===== config.mk =====
export PLATFORM = sky130hd
export DESIGN_NAME = sddw_front
export DESIGN_NICKNAME = d
export VERILOG_FILES = /design/src/hdl/sddw_pkg.sv /design/src/hdl/sddw_front.sv
export SDC_FILE = /design/constraint.sdc
export NUM_CORES = 1
export LEC_CHECK = 0
export CAP_MARGIN = 0
export CORE_ASPECT_RATIO = 0.9
export CORE_MARGIN = 4
export CORE_UTILIZATION = 65
export CTS_CLUSTER_SIZE = 8
export DETAILED_ROUTE_END_ITERATION = 10
export DONT_BUFFER_PORTS = 1
export GPL_TIMING_DRIVEN = 1
export HOLD_SLACK_MARGIN = 0.05
export PLACE_DENSITY = 0.82
export SLEW_MARGIN = 20
export SYNTH_ARGS = -nofsm -noshare
export SYNTH_HDL_FRONTEND = slang
export SYNTH_SLANG_ARGS = --single-unit

===== constraint.sdc =====
create_clock -name clock -period 5.8 [get_ports clock]
set_input_delay 0.58 -clock clock [delete_from_list [all_inputs] [get_ports clock]]
set_output_delay 0.58 -clock clock [all_outputs]
set_load 0.03 [all_outputs]

===== src/hdl/sddw_pkg.sv =====
// ----------------------------------------------------------------------------
// sddw_pkg
// Shared constants, types and helper functions for the signed decimal digit
// writer.
// ----------------------------------------------------------------------------
`default_nettype none

package sddw_pkg;

   localparam int VALUE_W = 28;
   localparam int ADDR_W  = 4;
   localparam int CODE_W  = 4;

   localparam int MAX_DIGITS_DEFAULT = 8;

   localparam logic [CODE_W-1:0] CODE_BLANK = 4'hF;
   localparam logic [CODE_W-1:0] CODE_MINUS = 4'hA;

   localparam logic [3:0] DIGIT_COUNT_RESET = 4'd8;

   // Reciprocal of ten: q = (n * RECIP_TEN) >> RECIP_SHIFT is exact for n < 2^32
   localparam logic [31:0] RECIP_TEN   = 32'hCCCC_CCCD;
   localparam int          RECIP_SHIFT = 35;

   localparam int QUEUE_DEPTH = 2;
   localparam int QPTR_W      = $clog2(QUEUE_DEPTH);

   typedef struct packed {
      logic full;
      logic empty;
   } queue_status_type;

   function automatic longint pow10(input int n);
      longint p;
      p = 1;
      for (int i = 0; i < n; i++) begin
         p = p * 10;
      end
      return p;
   endfunction

   // Bits needed for a magnitude of up to 10^digits - 1
   function automatic int mag_width(input int digits);
      return $clog2(pow10(digits));
   endfunction

   // Queue entry: sign flag, clear count, magnitude
   function automatic int job_width(input int digits);
      return 1 + 4 + mag_width(digits);
   endfunction

endpackage

`default_nettype wire


===== src/hdl/sddw_front.sv =====
// ----------------------------------------------------------------------------
// sddw_front
// Holds the configuration register, takes in numbers, saturates them and
// pushes a classified job (sign, clear count, magnitude) into the queue.
// ----------------------------------------------------------------------------
`default_nettype none

module sddw_front import sddw_pkg::*; #(
   parameter int MAX_DIGITS = MAX_DIGITS_DEFAULT
) (
   input  wire logic                          clock,
   input  wire logic                          reset,
   input  wire logic                          start,
   output      logic                          busy,
   input  wire logic [VALUE_W-1:0]            req_value,
   input  wire logic                          csr_valid,
   output      logic                          csr_ready,
   input  wire logic [3:0]                    csr_digit_count,
   input  wire queue_status_type              queue_status,
   output      logic                          push,
   output      logic [job_width(MAX_DIGITS)-1:0] push_job
);

   localparam int MAG_W = mag_width(MAX_DIGITS);

   localparam logic [VALUE_W:0] POS_MAX = (VALUE_W + 1)'(pow10(MAX_DIGITS) - 1);
   localparam logic [VALUE_W:0] NEG_MAX = (VALUE_W + 1)'(pow10(MAX_DIGITS - 1) - 1);

   typedef struct packed {
      logic             neg;
      logic [3:0]       clr;
      logic [MAG_W-1:0] mag;
   } job_type;

   logic               item_valid_ff, item_valid_in;
   logic [VALUE_W-1:0] value_ff, value_in;
   logic [3:0]         digit_count_ff, digit_count_in;

   logic               accept;
   logic               is_neg;
   logic [VALUE_W:0]   val_ext;
   logic [VALUE_W:0]   abs_val;
   logic [VALUE_W:0]   bound;
   logic [VALUE_W:0]   mag_sat;
   logic [3:0]         clr;
   job_type            job;

   assign csr_ready = 1'b1;
   assign busy      = item_valid_ff;
   assign accept    = start & ~item_valid_ff;
   assign push      = item_valid_ff & ~queue_status.full;

   always_comb begin
      item_valid_in  = accept | (item_valid_ff & ~push);
      value_in       = accept ? req_value : value_ff;
      digit_count_in = (csr_valid && csr_ready) ? csr_digit_count : digit_count_ff;
   end

   // Saturate to what the display can show; keep room for the minus sign
   always_comb begin
      is_neg  = value_ff[VALUE_W-1];
      val_ext = {value_ff[VALUE_W-1], value_ff};
      abs_val = is_neg ? (~val_ext + 1'b1) : val_ext;
      bound   = is_neg ? NEG_MAX : POS_MAX;
      mag_sat = (abs_val > bound) ? bound : abs_val;
   end

   always_comb begin
      if (digit_count_ff == 4'd0) begin
         clr = 4'd1;
      end else if (digit_count_ff > 4'(MAX_DIGITS)) begin
         clr = 4'(MAX_DIGITS);
      end else begin
         clr = digit_count_ff;
      end
   end

   always_comb begin
      job.mag  = mag_sat[MAG_W-1:0];
      // a magnitude saturated to zero shows as a plain zero
      job.neg  = is_neg & (mag_sat != '0);
      job.clr  = clr;
      push_job = job;
   end

   always_ff @(posedge clock) begin
      if (reset) begin
         item_valid_ff  <= 1'b0;
         digit_count_ff <= DIGIT_COUNT_RESET;
      end else begin
         item_valid_ff  <= item_valid_in;
         digit_count_ff <= digit_count_in;
      end
      value_ff <= value_in;
   end

endmodule

`default_nettype wire


==> results.sh <==
export IMPL_outcome="complete, no violations"
export IMPL_tightest_slew_ns=0.596
export IMPL_crit_path_cell_trace="inv_1, ha_1, nor3b_1, buf_4, nand3_1, or3_4, o41ai_2, xor2_1, inv_1, ha_1, and4_1, o211ai_1, a2111oi_1, a211o_2, and2_4, mux2_1"
export IMPL_finalHoldViolations=0
export IMPL_final_nets=379
export IMPL_die_width_um=80.0
export IMPL_cp_slowest_stage_delay_ns=0.51
export IMPL_ir_drop_v=0.000197
export IMPL_ys_async_sr_fraction_pct=0
export IMPL_layout_setup_ws_ns=0.258
export IMPL_leakage_nw=1.14
export IMPL_fp_row_count=23
export IMPL_grt_pass1_vias=2364
export IMPL_ios=73
export IMPL_max_freq_mhz=180
export IMPL_met1_usage_pct=37.5
export IMPL_dr_first_iter_drc_count=298
export IMPL_numCtsBuffers=5
export IMPL_reg2regPathDepth=2
export IMPL_wl_um=7590
export IMPL_r2r_start="busy"
export IMPL_setup_violations=0
export IMPL_core_um2=4490
export IMPL_syn_num_nets=383
export IMPL_clock_latency_ns=0.29
export IMPL_post_drt_wl_per_cell_um=19.3
export IMPL_synth_simple_area_share_pct=25.4
export IMPL_muxShareOfSynthArea_pct=5.15
export IMPL_fin_crit_sh_pct=95.6
export IMPL_grt_ovfl_total=0
export IMPL_holdCritPathClass="primary input to flop"
export IMPL_whs_path_depth=1
export IMPL_slew_violations=0
export IMPL_cts_tree="yes"
export IMPL_totalPowerFinal_uw=752
export IMPL_io_buffers=0
export IMPL_grt_max_degree=58
export IMPL_syn_inst=335
export IMPL_clk_path_buf_depth=2
export IMPL_cp_max_fo=13
export IMPL_synthAdderAreaFrac_pct=4.12
export IMPL_use_met3_pct=5.31
export IMPL_gp_congestion=0.954
export IMPL_ys_flop_type="edfxtp_1"
export IMPL_cp_required_ns=5.22
export IMPL_path_buf_inv=3
export IMPL_syn_avg_cell_area_um2=9.06
export IMPL_final_cell_mix="edfxtp_1 (28), nor2_1 (24), inv_1 (16), a21oi_1 (16), buf_4 (16)"
export IMPL_hold_buffers=0
export IMPL_synth_compound_area_share_pct=19.6
export IMPL_dieArea_um2=5830
export IMPL_drtAntennaViolNets=0
export IMPL_h_tree_depth=2
export IMPL_hpwl_um=5450
export IMPL_grt_antenna_before_repair=0
export IMPL_reg2reg_setup_slack_ns=4.13
export IMPL_ys_types=72
export IMPL_min_delay_start="reset"
export IMPL_timing_setup_tns_ns=0
export IMPL_cts_root_buf="clkbuf_8"
export IMPL_synth_edff_count=28
export IMPL_diodes=0
export IMPL_firstDrtPassIters=5
export IMPL_synth_top_family_by_area="simple AND/OR/NAND/NOR gates"
export IMPL_drive_gt1_share_pct=15.4
export IMPL_holdWs_ns=0.355
export IMPL_cp_top_family="simple AND/OR/NAND/NOR gates"
export IMPL_syn_to_final_growth_pct=5.73
export IMPL_cts_sinks=33
export IMPL_start_util_pct=67.6
export IMPL_clk_pin_slew_ns=0.07
export IMPL_slowest_stage="edfxtp_1"
export IMPL_drv_cap=0
export IMPL_synthesis_area_um2=3030
export IMPL_busiest_layer="met2"
export IMPL_r2r_end="value_ff[19]"
export IMPL_post_route_min_period_ns=5.54
export IMPL_ys_seq_area_share_pct=31.0
export IMPL_holdPathEnd="digit_count_ff[0]"
export IMPL_skew_ns=0.00685
export IMPL_viasPerCell=6.75
export IMPL_synth_seq_cells=33
export IMPL_start_kind="flop"
export IMPL_gr_usage_all_layers_pct=25.9
export IMPL_drc=0
export IMPL_vias=2661
export IMPL_slew_headroom_pct=60.1
export IMPL_grt_pass1_wl_um=11800
export IMPL_pre_cts_slack_ns=0.495
export IMPL_end_kind="output pin"
export IMPL_met2_usage_pct=37.9
export IMPL_power_per_cell_area_nw_per_um2=234
export IMPL_synth_xor_area_share_pct=7.46
export IMPL_layout_commonest_cell="edfxtp_1"
export IMPL_yosysWarningCount=0
export IMPL_die_height_um=72.8
export IMPL_worst_ep_arrival_time_ns=4.96
export IMPL_worstSetupPathType="flop to output pin"
==> synth_stat cells, types with 7 or more instances <==
cell	n	area, um^2
edfxtp_1	28	841
xnor2_1	12	105
nor3_1	13	65.1
nand2b_1	12	75.1
ha_1	10	125
a21oi_1	16	80.1
mux2i_1	7	70.1
nor2_1	24	90.1
nand2_1	14	52.6
nor2b_1	7	43.8
clkbuf_1	17	63.8
o21ai_0	15	75.1
nand3_1	10	50.1
inv_1	16	60.1
a211o_1	7	61.3
xor2_1	12	105
nor4_1	8	50.1
==> cells by family after synthesis <==
kind of cell | after synthesis
simple gates | 128
compound gates | 80
buf+inv | 44
flops | 33
xor+xnor | 25
mux | 14
fa+ha+maj | 10
other cells | 1
==> what timing repair did <==
item                       CTS  global route
hold endpoints to repair     0             0
setup endpoints to repair    0            25
buffers inserted             0             4
resized for setup            0             3
==> flip-flops by register name, summed over array words and instances (netlist names) <==
register	flops
value_ff	28
digit_count_ff	4
busy	1
==> report_power, final <==
| part | total, mW | internal [mW] | leakage, nW | switching, mW |
|---|---|---|---|---|
| registers | 0.301 | 0.275 | 0.310 | 0.0260 |
| logic | 0.268 | 0.0883 | 0.782 | 0.179 |
| clock network | 0.183 | 0.0960 | 0.0512 | 0.0865 |
| total | 0.752 | 0.460 | 1.14 | 0.292 |
==> cell type report <==
type | instances | area, um^2
Clock inverter | 2 | 13.8
Tap cell | 62 | 77.6
Inverter | 16 | 60.1
Multi-Input combinational cell | 259 | 1910
Sequential cell | 33 | 941
Fill cell | 342 | 1280
Clock buffer | 6 | 82.6
Timing Repair Buffer | 16 | 120
==> worst max-delay path by stage <==
stage               cells past startpoint           end  slack [ns]   startpoint
finish                                 16  push_job[21]        0.26  value_ff[1]
floorplan                              17  push_job[13]        0.70  value_ff[1]
global route                           16   push_job[7]       -0.03  value_ff[0]
CTS                                    16  push_job[21]        0.13  value_ff[1]
detailed placement                     16  push_job[21]        0.49  value_ff[1]
global placement                       16  push_job[21]        0.55  value_ff[1]
==> stage by stage <==
| step | cell area, um^2 | utilization, % | std cells |
|---|---|---|---|
| after global placement | 3050 | 67.9 | 381 |
| after CTS | 3140 | 70.0 | 389 |
| after global routing | 3210 | 71.5 | 394 |
| after floorplan | 3030 | - | 335 |
| after detailed placement | 3050 | 67.9 | 381 |
| final | 3210 | 71.5 | 394 |
==> per-layer routing <==
| metal | up-vias | share of wire [%] |
|---|---|---|
| li1 | 1254 | - |
| met1 | 1226 | 42 |
| met2 | 167 | 45 |
| met3 | 14 | 11 |
| met4 | 0 | 1.8 |
| met5 | - | 0 |
Note: power is estimated with default switching activity, not from simulation.
