===== config.mk =====
export PLATFORM = sky130hd
export DESIGN_NAME = sddw_queue
export DESIGN_NICKNAME = d
export VERILOG_FILES = /design/src/hdl/sddw_pkg.sv /design/src/hdl/sddw_queue.sv
export SDC_FILE = /design/constraint.sdc
export NUM_CORES = 1
export LEC_CHECK = 0
export BUFFER_PORTS_ARGS = -buffer_cell sky130_fd_sc_hd__buf_2
export CAP_MARGIN = 20
export CORE_MARGIN = 5
export CORE_UTILIZATION = 40
export CTS_CLUSTER_SIZE = 20
export DETAILED_ROUTE_END_ITERATION = 8
export SKIP_CTS_REPAIR_TIMING = 1
export SLEW_MARGIN = 5
export SYNTH_ARGS = -nofsm -noshare
export SYNTH_HDL_FRONTEND = slang
export SYNTH_SLANG_ARGS = --single-unit
export TNS_END_PERCENT = 1

===== constraint.sdc =====
create_clock -name clock -period 2.6 [get_ports clock]
set_input_delay 0.26 -clock clock [delete_from_list [all_inputs] [get_ports clock]]
set_output_delay 0.26 -clock clock [all_outputs]
set_load 0.05 [all_outputs]

===== src/hdl/sddw_pkg.sv =====
// ----------------------------------------------------------------------------
// sddw_pkg
// Shared constants, types and helper functions for the signed decimal digit
// writer.
// ----------------------------------------------------------------------------
`default_nettype none

package sddw_pkg;

   localparam int VALUE_W = 28;
   localparam int ADDR_W  = 4;
   localparam int CODE_W  = 4;

   localparam int MAX_DIGITS_DEFAULT = 8;

   localparam logic [CODE_W-1:0] CODE_BLANK = 4'hF;
   localparam logic [CODE_W-1:0] CODE_MINUS = 4'hA;

   localparam logic [3:0] DIGIT_COUNT_RESET = 4'd8;

   // Reciprocal of ten: q = (n * RECIP_TEN) >> RECIP_SHIFT is exact for n < 2^32
   localparam logic [31:0] RECIP_TEN   = 32'hCCCC_CCCD;
   localparam int          RECIP_SHIFT = 35;

   localparam int QUEUE_DEPTH = 2;
   localparam int QPTR_W      = $clog2(QUEUE_DEPTH);

   typedef struct packed {
      logic full;
      logic empty;
   } queue_status_type;

   function automatic longint pow10(input int n);
      longint p;
      p = 1;
      for (int i = 0; i < n; i++) begin
         p = p * 10;
      end
      return p;
   endfunction

   // Bits needed for a magnitude of up to 10^digits - 1
   function automatic int mag_width(input int digits);
      return $clog2(pow10(digits));
   endfunction

   // Queue entry: sign flag, clear count, magnitude
   function automatic int job_width(input int digits);
      return 1 + 4 + mag_width(digits);
   endfunction

endpackage

`default_nettype wire


===== src/hdl/sddw_queue.sv =====
// ----------------------------------------------------------------------------
// sddw_queue
// Short FIFO of classified jobs between the front and the back end.
// ----------------------------------------------------------------------------
`default_nettype none

module sddw_queue import sddw_pkg::*; #(
   parameter int WIDTH = job_width(MAX_DIGITS_DEFAULT)
) (
   input  wire logic             clock,
   input  wire logic             reset,
   input  wire logic             push,
   input  wire logic [WIDTH-1:0] push_data,
   input  wire logic             pop,
   output      logic [WIDTH-1:0] head_data,
   output      queue_status_type status
);

   logic [WIDTH-1:0]  entry_ff [QUEUE_DEPTH];
   logic [QPTR_W-1:0] wr_ptr_ff, wr_ptr_in;
   logic [QPTR_W-1:0] rd_ptr_ff, rd_ptr_in;
   logic [QPTR_W:0]   count_ff, count_in;
   logic              do_push, do_pop;

   function automatic logic [QPTR_W-1:0] next_ptr(input logic [QPTR_W-1:0] p);
      return (p == QPTR_W'(QUEUE_DEPTH - 1)) ? '0 : p + 1'b1;
   endfunction

   assign status.full  = (count_ff == (QPTR_W + 1)'(QUEUE_DEPTH));
   assign status.empty = (count_ff == '0);
   assign head_data    = entry_ff[rd_ptr_ff];

   assign do_push = push & ~status.full;
   assign do_pop  = pop & ~status.empty;

   always_comb begin
      wr_ptr_in = do_push ? next_ptr(wr_ptr_ff) : wr_ptr_ff;
      rd_ptr_in = do_pop  ? next_ptr(rd_ptr_ff) : rd_ptr_ff;
      count_in  = count_ff;
      if (do_push && !do_pop) begin
         count_in = count_ff + 1'b1;
      end else if (do_pop && !do_push) begin
         count_in = count_ff - 1'b1;
      end
   end

   always_ff @(posedge clock) begin
      if (reset) begin
         wr_ptr_ff <= '0;
         rd_ptr_ff <= '0;
         count_ff  <= '0;
      end else begin
         wr_ptr_ff <= wr_ptr_in;
         rd_ptr_ff <= rd_ptr_in;
         count_ff  <= count_in;
      end
      if (do_push) begin
         entry_ff[wr_ptr_ff] <= push_data;
      end
   end

endmodule

`default_nettype wire


==> impl_metrics.json, run 1 <==
{
  "status": "complete, no violations",
  "first_pass_iters": 4,
  "hold_viol_final": 0,
  "setup_violations": 0,
  "h-tree-depth": 3,
  "worstPathCellList": "buf_4 -> mux2_2 -> buf_2",
  "async_flop_share": 0,
  "drt-total-wl_um": 4616,
  "yosys-top-cells-count": "edfxtp_1, mux2_2, dfxtp_1, nor2_1",
  "via_per_inst": 4.690,
  "period_share": 0.8112,
  "synth.largest_area_cell": "edfxtp_1",
  "yosys_most_used_dff": "edfxtp_1",
  "relSlewSlack": 0.7694,
  "cp.required_ps": 2340,
  "grt_pass1_vias": 1498,
  "start_kind": "register",
  "holdWs_ps": 113.8,
  "grt_start_max_net_pins": 27,
  "antenna_cells": 0,
  "crit_arrival_ps": 1850,
  "num_rows": 29,
  "synth_edf_count": 64,
  "syn_area_um2": 2526,
  "worst-path-buf-inv": 2,
  "hpwlAfterDp_um": 3324,
  "rsz0062_at_grt": "no",
  "antenna_found_initial": 0,
  "ys_types": 15,
  "ys_warn_count": 0,
  "critical_path.top_delay_family": "buffers and inverters",
  "seq_area_frac_synth": 0.8004,
  "worst_path_largest_cell_delay_ps": 500,
  "worstSkewPairLatency_ps": 330,
  "fmax_mhz": 474.1,
  "end_kind": "output pin",
  "nets": 242,
  "numCtsBuffers": 9,
  "period_needed_ps": 2109,
  "place_congestion": 0.7174,
  "crit_slowest_cell": "dfxtp_1",
  "grtUsageTotal": 0.1230,
  "timing_worst_setup_path_type": "reg -> out",
  "clockBufferDepth": 2,
  "die_x_um": 89.47,
  "cts_sinks": 69,
  "wl_per_cell_um": 16.08,
  "synth_top_area_frac": 0.7608,
  "vias": 1346,
  "ios": 70,
  "clock_skew_ps": 8.029,
  "synth.area.top_cells": "edfxtp_1, mux2_2, dfxtp_1",
  "slew_viol_final": 0,
  "drt-initial-drc-count": 86,
  "drive_gt1_frac": 0.5524,
  "power_leakage_nw": 1.212,
  "syn-num-nets": 162,
  "die_h_um": 89.47,
  "vdd_drop_max_v": 0.0006721,
  "yosysMostFrequentCell": "edfxtp_1",
  "cts.clk_slew.worst_paths_ps": 70,
  "finalSetupTns_ps": 0,
  "core-area_um2": 6241,
  "grt_pass1_wl_um": 6913,
  "tightest_slew_ps": 345.9,
  "crit_path_max_fanout": 26,
  "drc": 0,
  "max_cap_viol_count": 0,
  "powerDensity_nw_per_um2": 1151,
  "syn_inst": 125,
  "cts_tree": "built",
  "hold_path.class": "in -> reg",
  "portBuffers": 69,
  "grt-ovfl-total": 0,
  "dieArea_um2": 8005,
  "root_buffer": "clkbuf_8",
  "postRouteAntennaNets": 0,
  "ys_ff_latch": 69,
  "initial_utilization": 0.4048,
  "syn2layout_area_growth_pct": 25.71,
  "syn_avg_cell_area_um2": 20.21
}
==> final timing paths <==
kind	slack, ps	start	cells past startpoint	endpoint
setup / recovery	490	register	3	head_data[31]
hold / removal	110	push_data[19]	1	entry_ff[1][19]$_DFFE_PP_
setup reg to reg	780	count_ff[0]$_SDFFE_PP0P_	4	entry_ff[0][20]$_DFFE_PP_
hold reg to reg	500	wr_ptr_ff$_SDFFE_PP0P_	2	wr_ptr_ff$_SDFFE_PP0P_
==> metrics by stage <==
step | power, W | util | instances | area, µm² | setup slack [ps]
finish | 0.003655 | 0.5088 | 287 | 3176 | 490.9
global route | 0.003822 | 0.5088 | 287 | 3176 | 393.0
CTS | 0.003695 | 0.5088 | 287 | 3176 | 453.4
detailed placement | 0.002812 | 0.4761 | 271 | 2972 | 770.5
global placement | 0.002783 | 0.4761 | 271 | 2972 | 862.9
floorplan | 0.002521 | - | 125 | 2526 | 649.6
==> per-layer routing <==
metal  global-route usage  up-vias  wire length (µm)
met5                    0        -                 0
met4              0.05277        0                61
met3              0.05806        4               313
met2               0.2063       40              2499
met1               0.1332      662              1741
li1                     -      640                 -
==> cell families (layout without fill, tap and decap cells) <==
group / after synthesis / after routing / share of synthesized area
buffers and inverters: 6 / 91 / 0.01337
flip-flops: 69 / 69 / 0.8004
AO/OA/AOI/OAI: 5 / 5 / 0.009904
multiplexers: 32 / 32 / 0.1426
XOR/XNOR: 3 / 3 / 0.01040
AND/OR/NAND/NOR: 9 / 9 / 0.01833
adder cells (fa/ha/maj): 1 / 1 / 0.004952
==> cells in the final DEF, fill, tap and decap left out <==
| cell type | count |
|---|---|
| buf_2 | 69 |
| edfxtp_1 | 64 |
| mux2_2 | 30 |
| clkbuf_8 | 9 |
| nor2_1 | 5 |
| dfxtp_1 | 5 |
| clkinv_1 | 4 |
| buf_4 | 4 |
| o21ai_0 | 3 |
| xor2_1 | 3 |
| inv_1 | 2 |
| mux2_1 | 2 |
| or3_1 | 2 |
| a21oi_1 | 2 |
| bufinv_16 | 2 |
| nor2b_2 | 1 |
| and2_1 | 1 |
| ha_1 | 1 |
| clkinv_2 | 1 |
==> final cells by class <==
cell class | instances | area (µm²)
Clock buffer | 9 | 123.9
Clock inverter | 7 | 80.08
Fill cell | 549 | 3065
Inverter | 2 | 7.507
Multi-Input combinational cell | 50 | 470.5
Sequential cell | 69 | 2022
Tap cell | 77 | 96.34
Timing Repair Buffer | 73 | 375.4
==> sequential cells by signal, indices dropped and copies added (netlist names), named ones only <==
| register | cells |
|---|---|
| count_ff | 2 |
| entry_ff | 64 |
| rd_ptr_ff | 1 |
| wr_ptr_ff | 1 |
==> report_power, final <==
| part | internal (W) | switching [W] | leakage, nW |
|---|---|---|---|
| clock | 0.000525 | 0.000354 | 0.103 |
| combinational | 0.000363 | 0.000951 | 0.470 |
| sequential | 0.00140 | 0.0000630 | 0.639 |
| total | 0.00229 | 0.00137 | 1.21 |
(Power assumes the default switching activity.)
==> run 2, diff against run 1 <==
- ABC_AREA: default -> 1
- clock period: 2.6 -> 2.19 ns (I/O delays scaled with it)
==> impl_metrics.json, run 2 <==
{
  "worstPathCellList": "buf_4 -> mux2_4 -> buf_2",
  "finalSetupTns_ps": 0,
  "drive_gt1_frac": 0.5759,
  "max_cap_viol_count": 0,
  "top_layer": "met4",
  "end_kind": "output pin",
  "cp.required_ps": 1970,
  "status": "complete, no violations",
  "relSlewSlack": 0.7440,
  "rsz0062_at_grt": "no",
  "period_share": 0.8077,
  "antenna_cells": 0,
  "n_fill_cell": 585,
  "hold_path.class": "in -> reg",
  "yosys-top-cells-count": "edfxtp_1, mux2_4, nor2_1, inv_1, dfxtp_1",
  "setup_violations": 0,
  "route.met2.wl_um": 2402,
  "grt_pass1_wl_um": 7631,
  "synth_edf_count": 64,
  "met3_length_um": 242,
  "start_kind": "register",
  "r2r.worst_path.cells": 9,
  "drt-initial-drc-count": 56,
  "vias": 1418,
  "portBuffers": 69,
  "yosys_most_used_dff": "edfxtp_1",
  "initial_utilization": 0.4047,
  "syn_avg_cell_area_um2": 19.85,
  "grt-ovfl-total": 0,
  "cts.clk_slew.worst_paths_ps": 70,
  "numCtsBuffers": 9,
  "ys_ff_latch": 69,
  "clock_skew_ps": 4.788,
  "drt-total-wl_um": 4586,
  "whs_path_depth": 1,
  "syn_inst": 137,
  "grt_start_max_net_pins": 21,
  "place_congestion": 0.7696,
  "worst_path_largest_cell_delay_ps": 340,
  "postRouteAntennaNets": 0,
  "antenna_found_initial": 0,
  "syn_area_um2": 2719,
  "r2r_slack_ps": 610,
  "first_pass_iters": 4,
  "seq_area_frac_synth": 0.7437,
  "h-tree-depth": 3,
  "root_buffer": "clkbuf_8",
  "layout_commonest_cell": "buf_2",
  "cts_tree": "built",
  "core-area_um2": 6719,
  "slew_viol_final": 0,
  "hpwlAfterDp_um": 3251,
  "crit_slowest_cell": "buf_4",
  "syn2layout_area_growth_pct": 22.73,
  "layout_common_cells": "buf_2, edfxtp_1, mux2_4, clkbuf_8, nor2_1",
  "top_regs": "entry_ff (64), count_ff (2)",
  "top_register": "entry_ff",
  "timing_worst_setup_path_type": "reg -> out",
  "synth.largest_area_cell": "edfxtp_1",
  "drc": 0,
  "tightest_slew_ps": 384.1,
  "ys_types": 18,
  "p_total_w": 0.004271,
  "grtUsageTotal": 0.1185,
  "fmax_mhz": 565.3,
  "final_util": 0.4966,
  "synth_top_area_frac": 0.7069,
  "ys_warn_count": 0,
  "yosysMostFrequentCell": "edfxtp_1",
  "hold_viol_final": 0,
  "num_rows": 30,
  "wl_per_cell_um": 15.09,
  "clockBufferDepth": 2,
  "nets": 256,
  "crit_path_max_fanout": 20,
  "m1WireLength_um": 1834,
  "largest_reg_flops": 64,
  "vdd_drop_max_v": 0.0007388,
  "syn-num-nets": 174,
  "dieArea_um2": 8546,
  "power_leakage_nw": 1.343,
  "synth.area.top_cells": "edfxtp_1, mux2_4, dfxtp_1",
  "grt_pass1_vias": 1574,
  "ios": 70,
  "worstSkewPairLatency_ps": 320,
  "powerDensity_nw_per_um2": 1280,
  "period_needed_ps": 1769,
  "crit_arrival_ps": 1550,
  "via_per_inst": 4.664,
  "cts_sinks": 69,
  "async_flop_share": 0,
  "die_h_um": 92.45,
  "die_x_um": 92.45
}
==> run 2: report_power, final <==
group | internal (W) | switching (W) | leakage [nW]
registers | 0.00167 | 0.0000703 | 0.639
clock network | 0.000519 | 0.000428 | 0.0907
logic | 0.000502 | 0.00108 | 0.614
==> run 2: final timing paths <==
path / from / end
max: register / head_data[3]
min: push_data[16] / entry_ff[1][16]$_DFFE_PP_
max reg2reg: count_ff[1]$_SDFFE_PP0P_ / count_ff[1]$_SDFFE_PP0P_
min reg2reg: wr_ptr_ff$_SDFFE_PP0P_ / wr_ptr_ff$_SDFFE_PP0P_
==> run 2: per-layer routing <==
metal | vias to the layer above | global-route usage
met5 | - | 0
met4 | 0 | 0.07054
met3 | 8 | 0.03412
met2 | 38 | 0.2030
met1 | 692 | 0.1299
li1 | 680 | -
==> run 2: through the flow <==
step / hold slack, ps / std cells / instance area (µm²) / setup slack [ps]
final: 80.88 / 304 / 3337 / 421.1
after global routing: 49.70 / 304 / 3337 / 315.7
after CTS: 54.71 / 304 / 3337 / 372.4
after detailed placement: 410.5 / 288 / 3154 / 625.7
after global placement: 407.2 / 288 / 3154 / 708.6
after floorplan: 317.9 / 137 / 2719 / -133.3
==> run 2: worst max-delay path, delay by kind of cell (launching register included) <==
| family | cells | cell delay, ps |
|---|---|---|
| muxes | 1 | 340 |
| buffers and inverters | 2 | 550 |
| DFF | 1 | 320 |
==> run 2: logic make-up after synthesis <==
| group | share of synthesized area |
|---|---|
| multiplexers | 0.1740 |
| buffers and inverters | 0.03866 |
| AND/OR/NAND/NOR | 0.02531 |
| AO/OA/AOI/OAI | 0.01380 |
| adder cells (fa/ha/maj) | 0.004601 |
| flip-flops | 0.7437 |
==> run 2: cell type report <==
class | count | area (µm²) | share of cell area
Clock buffer | 11 | 131.4 | 0.03937
Clock inverter | 5 | 51.30 | 0.01537
Inverter | 9 | 33.78 | 0.01012
Multi-Input combinational cell | 55 | 606.8 | 0.1819
Sequential cell | 69 | 2023 | 0.6063
Tap cell | 80 | 100.1 | 0.03000
Timing Repair Buffer | 75 | 390.4 | 0.1170
==> run 3, diff against run 2 <==
- clock period: 2.19 -> 1.7 ns (I/O delays scaled with it)
==> impl_metrics.json, run 3 (synthesis results as in run 2) <==
{
  "status": "complete, no violations",
  "critPathCapture": "head_data[9]",
  "period_needed_ps": 1615,
  "p_seq_frac": 0.393,
  "end_kind": "output pin",
  "drt-total-wl_um": 4521,
  "rsz0062_at_grt": "no",
  "max_cap_viol_count": 0,
  "tightest_slew_ps": 295.9,
  "ios": 70,
  "hpwlAfterDp_um": 3063,
  "layout_common_cells": "buf_2, edfxtp_1, mux2_4, clkbuf_8, nor2_1",
  "p_int_w": 0.003658,
  "p_total_w": 0.005723,
  "p_clk_frac": 0.239,
  "crit_arrival_ps": 1450,
  "worst-path-buf-inv": 2,
  "r2r-start": "count_ff[1]$_SDFFE_PP0P_",
  "grt_start_max_net_pins": 33,
  "start_kind": "register",
  "worstPathCellList": "buf_12 -> mux2_2 -> buf_2",
  "critical_path.top_delay_family": "buffers and inverters",
  "via_per_inst": 4.583,
  "antenna_found_initial": 0,
  "top_register": "entry_ff",
  "h-tree-depth": 3,
  "worst_path_largest_cell_delay_ps": 370,
  "place_congestion": 0.7715,
  "largest_reg_flops": 64,
  "slew_viol_final": 0,
  "setup_violations": 0,
  "syn2layout_area_growth_pct": 25.13,
  "holdWs_ps": 26.08,
  "core-area_um2": 6719,
  "reg2reg_to": "count_ff[1]$_SDFFE_PP0P_",
  "antenna_cells": 0,
  "crit_path_max_fanout": 14,
  "vias": 1384,
  "finalSetupTns_ps": 0,
  "nets": 254,
  "postRouteAntennaNets": 0,
  "fmax_mhz": 619.1,
  "fin_cells": 302,
  "cts_tree": "built",
  "clockBufferDepth": 2,
  "num_rows": 30,
  "combPwrFrac": 0.367,
  "fin_area_um2": 3402,
  "drt-initial-drc-count": 32,
  "grtUsageTotal": 0.1080,
  "relSlewSlack": 0.8024,
  "grt_pass1_wl_um": 6851,
  "initial_utilization": 0.4047,
  "timing_worst_setup_path_type": "reg -> out",
  "die_x_um": 92.45,
  "path_depth": 3,
  "cts_sinks": 69,
  "worstSkewPairLatency_ps": 330,
  "grt-ovfl-total": 0,
  "grt_pass1_vias": 1439,
  "power_leakage_nw": 1.362,
  "first_pass_iters": 4,
  "r2r.worst_path.cells": 9,
  "clock_skew_ps": 8.169,
  "numCtsBuffers": 9,
  "dpl-instance-area_um2": 3189,
  "drive_gt1_frac": 0.5721,
  "crit_slowest_cell": "dfxtp_2",
  "dieArea_um2": 8546,
  "powerDensity_nw_per_um2": 1682,
  "top_regs": "entry_ff (64), count_ff (2)",
  "drc": 0,
  "layout_commonest_cell": "buf_2",
  "r2r_slack_ps": 200,
  "vdd_drop_max_v": 0.0009771,
  "post-place-cells": 286,
  "hold_path.class": "in -> reg",
  "hold_viol_final": 0,
  "root_buffer": "clkbuf_8",
  "swShare": 0.3608,
  "cts.clk_slew.worst_paths_ps": 70,
  "power.switching_w": 0.002065,
  "cp.required_ps": 1530,
  "die_h_um": 92.45,
  "wl_per_cell_um": 14.97,
  "portBuffers": 69,
  "period_share": 0.9501
}
==> run 3: changes by cell type in the layout (fill, tap and decap cells not counted), sizes merged <==
cell,change
buf,-2
bufinv,+1
clkbuf,-1
clkinv,+1
clkinvlp,-1
==> run 3: worst min path at each step <==
stage / startpoint / to / slack [ps] / cells after the start
floorplan: push_data[0] / entry_ff[0][0]$_DFFE_PP_ / 270 / 0
CTS: push_data[17] / entry_ff[1][17]$_DFFE_PP_ / 2 / 1
detailed placement: push_data[19] / entry_ff[0][19]$_DFFE_PP_ / 360 / 1
global route: push_data[17] / entry_ff[1][17]$_DFFE_PP_ / 10 / 1
finish: push_data[17] / entry_ff[1][17]$_DFFE_PP_ / 30 / 1
global placement: push_data[19] / entry_ff[0][19]$_DFFE_PP_ / 360 / 1
==> run 3: per-layer routing <==
| layer | wire length, µm | share of wire | global-route usage | up-vias |
|---|---|---|---|---|
| li1 | - | - | - | 670 |
| met1 | 1789 | 0.40 | 0.1217 | 657 |
| met2 | 2321 | 0.51 | 0.1782 | 47 |
| met3 | 314 | 0.069 | 0.03168 | 10 |
| met4 | 96 | 0.021 | 0.06931 | 0 |
| met5 | 0 | 0 | 0 | - |
==> run 3: final cells by class <==
type	instances	area, µm²
Clock buffer	10	127.6
Clock inverter	6	77.57
Fill cell	566	3317
Inverter	9	33.78
Multi-Input combinational cell	55	614.3
Sequential cell	69	2023
Tap cell	80	100.1
Timing Repair Buffer	73	425.4
==> run 3: stage by stage <==
step / setup WS (ps) / util
CTS: 55.99 / 0.5052
global placement: 213.5 / 0.4747
global route: 39.26 / 0.5063
floorplan: -100.4 / -
detailed placement: 163.6 / 0.4747
finish: 84.84 / 0.5063
==> run 3: worst reg2reg max path: stages (launching register included) <==
cell and delay [ps]:
dfxtp_1 400, inv_2 80, o21ai_4 230, inv_2 60, ha_1 320, inv_1 90, nand3_1 80, nand2_1 70
inv_1 40, nor2_1 80
==> run 3: power groups by stage <==
stage / sequential, W / clock, W / combinational [W]
final: 0.00225 / 0.00137 / 0.00210
after global routing: 0.00227 / 0.00147 / 0.00221
after CTS: 0.00225 / 0.00142 / 0.00212
after detailed placement: 0.00229 / 0 / 0.00212
after global placement: 0.00227 / 0 / 0.00211
after floorplan: 0.00226 / 0 / 0.00174
